==> src/rtl/psgt_pkg.sv <==
// ----------------------------------------------------------------------------
// psgt_pkg
// widths, register codes, reset values and control types of the gap tracker
// ----------------------------------------------------------------------------
`default_nettype none

package psgt_pkg;

   // field widths
   localparam int SEQ_W      = 12;
   localparam int LEN_W      = 16;
   localparam int PB_W       = 16;
   localparam int PT_W       = 13;
   localparam int NE_W       = 13;
   localparam int CNT_W      = 13;
   localparam int BT_W       = 32;
   localparam int OFF_W      = 28;
   localparam int CSR_IDX_W  = 4;
   localparam int CSR_DATA_W = 16;

   // default map size
   localparam int MAX_PACKETS_DEF = 4096;

   // register indexes
   localparam logic [CSR_IDX_W-1:0] CSR_PACKET_BYTES = CSR_IDX_W'(0);
   localparam logic [CSR_IDX_W-1:0] CSR_PACKET_TOTAL = CSR_IDX_W'(1);

   // register reset values
   localparam logic [PB_W-1:0] PB_RESET = PB_W'(1024);
   localparam logic [PT_W-1:0] PT_RESET = PT_W'(4096);

   // commands from controller to datapath
   typedef struct packed {
      logic capture;
      logic lookup;
      logic mark;
      logic emit;
   } psgt_cmd_type;

   // status from datapath to controller
   typedef struct packed {
      logic ahead;
      logic walk_last;
      logic slot_free;
   } psgt_status_type;

   // ids that can ever be tracked: bounded by the map size and the id field
   function automatic int psgt_map_depth(input int max_packets);
      int lim;
      lim = 1 << SEQ_W;
      return (max_packets < lim) ? max_packets : lim;
   endfunction

endpackage

`default_nettype wire

==> src/rtl/psgt_ctrl.sv <==
// ----------------------------------------------------------------------------
// psgt_ctrl
// sequencer for lookup, gap marking and result hand-off
// ----------------------------------------------------------------------------
`default_nettype none

module psgt_ctrl import psgt_pkg::*; (
   input  logic            clock,
   input  logic            reset,
   input  logic            req_valid,
   output logic            req_ready,
   input  psgt_status_type status,
   output psgt_cmd_type    cmd
);

   typedef enum logic [3:0] {
      ST_IDLE   = 4'b0001,
      ST_LOOKUP = 4'b0010,
      ST_MARK   = 4'b0100,
      ST_EMIT   = 4'b1000
   } state_type;

   state_type state_ff;
   state_type state_in;

   // next state and commands
   always_comb begin
      state_in  = state_ff;
      cmd       = '0;
      req_ready = 1'b0;
      unique case (state_ff)
         ST_IDLE: begin
            req_ready = 1'b1;
            if (req_valid) begin
               cmd.capture = 1'b1;
               state_in    = ST_LOOKUP;
            end
         end
         ST_LOOKUP: begin
            cmd.lookup = 1'b1;
            state_in   = status.ahead ? ST_MARK : ST_EMIT;
         end
         ST_MARK: begin
            cmd.mark = 1'b1;
            if (status.walk_last) begin
               state_in = ST_EMIT;
            end
         end
         ST_EMIT: begin
            if (status.slot_free) begin
               cmd.emit  = 1'b1;
               req_ready = 1'b1;
               // take the next transaction in the same cycle
               if (req_valid) begin
                  cmd.capture = 1'b1;
                  state_in    = ST_LOOKUP;
               end else begin
                  state_in = ST_IDLE;
               end
            end
         end
         default: begin
            state_in = ST_IDLE;
         end
      endcase
   end

   always_ff @(posedge clock) begin
      if (reset) begin
         state_ff <= ST_IDLE;
      end else begin
         state_ff <= state_in;
      end
   end

endmodule

`default_nettype wire

==> config.mk <==
export PLATFORM = sky130hd
export DESIGN_NAME = psgt_ctrl
export DESIGN_NICKNAME = d
export VERILOG_FILES = /design/src/rtl/psgt_pkg.sv /design/src/rtl/psgt_ctrl.sv
export SDC_FILE = /design/constraint.sdc
export NUM_CORES = 1
export LEC_CHECK = 0
export BUFFER_PORTS_ARGS = -buffer_cell sky130_fd_sc_hd__clkbuf_2
export CORE_AREA = 2 2 39 41
export CTS_CLUSTER_DIAMETER = 100
export DETAILED_ROUTE_END_ITERATION = 12
export DIE_AREA = 0 0 41 43
export MAX_ROUTING_LAYER = met4
export PLACE_DENSITY = 0.52
export SYNTH_ARGS = -nofsm -noshare
export SYNTH_HDL_FRONTEND = slang
export SYNTH_SLANG_ARGS = --single-unit
==> constraint.sdc <==
create_clock -name clock -period 2.3 [get_ports clock]
set_input_delay 0.23 -clock clock [delete_from_list [all_inputs] [get_ports clock]]
set_output_delay 0.23 -clock clock [all_outputs]
set_load 0.01 [all_outputs]
Word-level counts from Yosys, hierarchy flattened. Index checks and enable logic that the tools add are counted.

Word-level logic and storage cells: 23. Input bits: 6. Output and inout bits: 5. Bits in registers: 4.

Equality and inequality tests: 7. Reduce and logical (&&, ||, !) cells: 1. Muxes and demuxes: 14.

Operator list (number): 4-bit two-way mux (4); 4-bit case mux with 4 select lines (1); 1-bit two-way mux (6); 2-bit != test, second input constant (3); 4-bit by 1-bit equality test with 1-bit output, second input constant (1); 4-bit by 2-bit equality test with 1-bit output, second input constant (1); 4-bit by 3-bit equality test with 1-bit output, second input constant (1); 4-bit equality test, second input constant (1); 1-bit case mux with 2 select lines (2); 3-bit AND reduction (1); 2-bit two-way mux (1).

Logic depth before layout (Yosys ltp). Gate-level depths: netlist of the first run.

Depth after elaboration: 3. Gate-level depth with buffers: 5. Depth with buffers taken out: 4.

Worst setup path before layout of the first run. Ideal clock, no wire load.

Path type: reg-to-output. Start point: register state_ff[1]. End point: output cmd[3] (netlist bit). Path buffers: 1. Stages on the path, launching flop included: 5. Required time: 2.070 ns. Arrival: 1.174 ns. Slack: 0.896 ns. Cells stage by stage: dfxtp_1 > buf_2 > nor2_1 > a21boi_1 > and2_1.

RTL lines: start: declaration (RTL line psgt_ctrl.sv:23) `state_type state_ff;`; start signal: assignment (RTL line psgt_ctrl.sv:72) `state_ff <= state_in;`; end: declaration (RTL line psgt_ctrl.sv:13) `output psgt_cmd_type cmd`.

==> run metrics, run 1 <==
Top reg by flops state_ff; MaxCap Viol Count 0; Top FF cell, synth dfxtp_1; Site Rows 14; VDD IR-drop max roughly 160 µV; pin count of the biggest net entering global routing 11; drt first pass iters 4; RR Startpoint state_ff[0]; share of synthesized registers carrying an async set or reset 0%; Avg Synthesized Cell Area between 7 and 8 µm²; Yosys top cell area share between 20 and 30%; initial DRC count 9; wire per inst about 9.8 µm; total number of vias ~320; GRT Overall Usage between 9 and 10%; Critical Path Start Type flop; post-route ant nets 0; final hold vios 0; Die W approximately 41 µm; Top Registers state_ff x4; post_cts resized 0; number of enable flip-flop cells after synthesis 0; first-pass GRT wire length between 1000 and 1500 µm; area grow syn2layout 24.4%; Slew headroom 78.5%; Seq pwr share 37.6%; Remaining DRCs 0; routed wire length 663 µm; Initial Util 22.6%; PD cells approximately 660 mW/mm²; fin crit share a little under three quarters; WP data required 2070 ps; RSZ-0062 raised after global routing false; Slew @ Worst Pin 321 ps; Critical Path AT ~1400 ps; clk root buf clkbuf_4; vias in the first global route about 270; final setup TNS 0 ps; dominant cell type by area after synthesis dfxtp_1; core area 0.00138 mm²; Fillers 159; Critical Path Source state_ff[3]; fmax just over 600 MHz; Switching Fraction between 30% and 40%; layout net count 60; initial antenna violation count 0; CTS tree yes; minimum clock period 1640 ps; worst skew pair latency 230 ps; leading cell type in the layout, fill and taps excluded clkbuf_2; antenna fix cells 0; Synth cell types 24; number of CTS-inserted buffers 3; clk buf depth 2; Pleak 0.170 nW; layout cell share with drive strength beyond 1 ~31%; Worst Setup End Kind output port; die area around 0.0018 mm²; dpl cell area 367 µm²; Mapped Cells 41; CTS clk-pin slew, worst paths ~40 ps; total clock sinks 4; io pins 11; Synth Warn # 0; internal power between 0.15 and 0.2 mW; Seq/Total Area, Yosys 25.6%; status finished, final reports clean; grt ovf 0; WS Path Type flop to output port; gpl congestion roughly 0.76; Final setup viols 0; Post-CTS Setup Repair Bufs 0; PortBufs 10; Via density 4.72; H-tree depth 1; final instance area about 390 µm²; Hold Path Origin reset; critical path peak fanout 8; P_sw roughly 0.084 mW; Syn Nets 47; power share of the combinational group between 20% and 30%; Clock power frac 32.7%; Syn Std Cell Area 313 µm²; Setup Skew about 0.66 ps; worst hold-check path type input pin to flop; Slew Viols, Final 0; Yosys reg bits 4; Final Util between 20 and 30%; CTS Hold Bufs 0; top cells by area, synth dfxtp_1, nand2b_1, nor3_1, o32ai_2, o21ai_0; die height 43 µm; hpwl dp 530 µm; Largest register FFs 4; leading cell types in the layout, fill and taps excluded clkbuf_2, nand2b_1, nor3_1, nor2_1, dfxtp_1
## routing by layer
| layer | track usage (%) | up-vias | wire (µm) |
|---|---|---|---|
| met5 | - | - | 0 |
| met4 | 8.00 | 0 | 0 |
| met3 | 1.57 | 0 | 52 |
| met2 | 12.2 | 12 | 300 |
| met1 | 10.9 | 138 | 310 |
| li1 | - | 171 | - |
## final timing paths
check,slack (ps),cells past startpoint,to
hold reg to reg,600,1,state_ff[2]
setup / recovery,660,5,cmd[3]
setup reg to reg,1030,4,state_ff[3]
hold / removal,200,2,state_ff[2]
## through the flow
stage	instances	worst slack, ps	power [mW]	hold WS, ps
CTS	68	629	0.264	200
global placement	65	901	0.177	446
floorplan	41	896	0.157	307
global route	68	449	0.281	217
finish	68	661	0.257	202
detailed placement	65	885	0.176	445
## worst max-delay path, cell delays in order (launching register included)
cell and delay, ps:
dfxtp_1 460, and2b_1 230, nand2_1 70, a21boi_1 160
and2_1 140, clkbuf_2 120
## kinds of logic (layout without fill, tap and decap cells)
kind of cell	Yosys count	after routing	synth area share (%)
and+or+nand+nor	22	22	40.4
DFF	4	4	25.6
buffers and inverters	3	14	6.40
xor gates and xnor gates	1	1	2.80
AOI/OAI and AO/OA	11	11	24.8
## Yosys cell counts, types with 2 or more instances
cell,count
a21oi_1,2
nor3_1,4
o21ai_0,3
nand2b_1,5
nand2_1,2
nor2_1,4
dfxtp_1,4
## power groups by stage
stage | sequential, mW | clock (mW) | combinational [mW]
global route | 0.0996 | 0.0943 | 0.0876
floorplan | 0.0846 | 0 | 0.0721
finish | 0.0969 | 0.0841 | 0.0765
detailed placement | 0.0987 | 0 | 0.0774
global placement | 0.0981 | 0 | 0.0785
CTS | 0.0974 | 0.0890 | 0.0780
## layout make-up
class / count / area, µm² / share of cell area, %
Multi-Input combinational cell: 34 / 213 / 54.7
Sequential cell: 4 / 80.1 / 20.6
Timing Repair Buffer: 10 / 50.0 / 12.9
Clock buffer: 3 / 22.5 / 5.79
Tap cell: 16 / 20.0 / 5.14
Inverter: 1 / 3.75 / 0.965
Power figures use the tool's default switching activity.
==> run 2: changes to the inputs <==
- PLACE_DENSITY: 0.52 -> 0.53
- clock period: 2.3 -> 1.5 ns (I/O delays scaled with it)
==> run 2 against run 1 <==
Net effect:
- utilization increased by 3.6 points
- routed wire length increased by 6.3%
- register-to-register slack got worse by 860 ps
- non-clock buffer count increased by 4
- first-iteration DRC count decreased by 33%
- combinational power increased by 130%
- via count increased by 5.9%
- clock power increased by 51%
- critical path type unchanged
- largest power group is now combinational logic
==> run metrics, run 2 (synthesized netlist as in run 1, its figures left out) <==
status finished, final reports clean; Slew headroom 77.4% (-1.1 points); Initial Util 22.6% (unchanged); VDD IR-drop max 339 µV (+120%); Clock power frac 29.1% (-3.6 points); pin count of the biggest net entering global routing 10 (-1); die height 43 µm (unchanged); clk buf depth 2 (unchanged); layout net count 64 (+6.7%); Remaining DRCs 0 (unchanged); dpl cells 68 (+4.6%); hold path depth 2 (unchanged); fmax 719 MHz; drt first pass iters 3 (-1); PortBufs 10 (unchanged); Pleak 0.194 nW (+14%); first-pass GRT wire length 1280 µm (+24%); minimum clock period approximately 1400 ps; GRT met1 Usage 13.1% (+2.2 points); Final setup viols 0 (unchanged); Slew Viols, Final 0 (unchanged); clk root buf clkbuf_4; WHS Endpoint state_ff[2]; Hold Path Origin reset; CTS tree yes; CP peak stage delay 510 ps (+50 ps); gpl congestion 0.778 (+1.9%); worst slack at placement 164 ps (-721 ps); Top reg by flops state_ff; initial DRC count 6 (-3); Critical R2R Capture state_ff[3]; layout cell share with drive strength beyond 1 42.9% (+12 points); total clock sinks 4 (unchanged); wire per inst 9.79 µm (+0.43%); Die W 41 µm (unchanged); Worst Setup End Kind output port; Switching Fraction 31.4% (-1.4 points); GR met2 Demand/Resource 15.3% (+3.1 points); antenna fix cells 0 (unchanged); area grow syn2layout 40.4%; MaxCap Viol Count 0 (unchanged); CTS clk-pin slew, worst paths 40 ps (about the same); slowest stage cell on the critical path dfxtp_1; Seq pwr share 30.8% (-6.8 points); routed wire length 705 µm (+6.3%); critical path peak fanout 8 (unchanged); Cell Chain, Critical Path nor2_4 > a21boi_2 > and2_1 > clkbuf_2; gr busiest metal met2; Critical Path AT 1240 ps (-170 ps); grt ovf 0 (unchanged); WP data required 1350 ps (-720 ps); fin crit share roughly 93%; total number of vias 340 (+5.9%); GRT Overall Usage 11.1% (+2.0 points); flop-to-flop setup slack 170 ps (-860 ps); Via density 4.72 (about the same); die area 0.00176 mm² (unchanged); WS Path Type flop to output port; Final Util 31.7% (+3.6 points); leading cell types in the layout, fill and taps excluded clkbuf_2, nand2b_1, nor3_1; Finished Layout Cells 72 (+5.9%); Site Rows 14 (unchanged); worst hold-check path type input pin to flop; final hold vios 0 (unchanged); Top Registers state_ff x4; Slew @ Worst Pin 338 ps (+16.9 ps); CTS Hold Bufs 0 (unchanged); H-tree depth 1 (unchanged); P_sw 0.138 mW (+63%); reg2reg path depth 4 (unchanged); io pins 11 (unchanged); Critical Path Start Type flop; power share of the combinational group 40.1% (+10 points); internal power 0.300 mW (+74%); Setup Skew 0.809 ps (+0.145 ps); Critical Path Source state_ff[2]; GR Util met3 4.71% (+3.1 points); vias in the first global route 324 (+19%); core area 0.00138 mm² (unchanged); initial antenna violation count 0 (unchanged); PD cells 997 mW/mm² (+51%); worst skew pair latency 230 ps (about the same); Largest register FFs 4 (unchanged); hpwl dp 578 µm (+9.1%); leading cell type in the layout, fill and taps excluded clkbuf_2; number of CTS-inserted buffers 3 (unchanged); RR Startpoint state_ff[2]; post-route ant nets 0 (unchanged); setup slack after layout 108 ps (-553 ps); Fin Hold WS 128 ps (-73.7 ps)
## run 2: changes by cell type in the layout (fill, tap and decap cells not counted), sizes merged
cell | before | now
buf | 0 | 4
## run 2: through the flow
stage / TNS, ps / cell area, µm² / total power [mW]
floorplan: 0 / 313 / 0.240
global placement: 0 / 389 / 0.289
detailed placement: 0 / 389 / 0.287
CTS: 0 / 417 / 0.424
global route: -2.30 / 439 / 0.486
finish: 0 / 439 / 0.438
## run 2: final cells by class
| type | instances | area [µm²] |
|---|---|---|
| Inverter | 1 | 3.75 |
| Tap cell | 16 | 20.0 |
| Sequential cell | 4 | 83.8 |
| Multi-Input combinational cell | 34 | 225 |
| Fill cell | 158 | 945 |
| Timing Repair Buffer | 14 | 83.8 |
| Clock buffer | 3 | 22.5 |
## run 2: worst max path at each step
| stage | cells past startpoint | end |
|---|---|---|
| 2_1_floorplan | 4 | cmd[3] |
| 3_3_place_gp | 5 | cmd[3] |
| 3_5_place_dp | 5 | cmd[3] |
| 4_1_cts | 4 | cmd[3] |
| 5_1_grt | 5 | cmd[3] |
| 6_report | 4 | cmd[3] |
## run 2: metal layers
layer	share of wire, %	up-vias
li1	-	183
met4	0	0
met5	0	-
met1	48	148
met2	47	9
met3	5.4	0
## run 2: power groups by stage
| stage | combinational (mW) | sequential [mW] | clock (mW) |
|---|---|---|---|
| floorplan | 0.111 | 0.130 | 0 |
| global placement | 0.155 | 0.133 | 0 |
| detailed placement | 0.154 | 0.133 | 0 |
| CTS | 0.156 | 0.133 | 0.135 |
| global route | 0.200 | 0.138 | 0.147 |
| finish | 0.176 | 0.135 | 0.127 |
## run 2: repair_timing
action                     CTS  global route
gates resized for setup      3             4
pin swaps                    0             1
setup endpoints to repair    1             1
buffers inserted             0             1
## run 2: worst max-delay path, delay by kind of cell (launching register included)
kind                   cells  cell delay, ps
DFF                        1             510
buffers and inverters      1             120
and+or+nand+nor            2             220
AOI/OAI and AO/OA          1             160
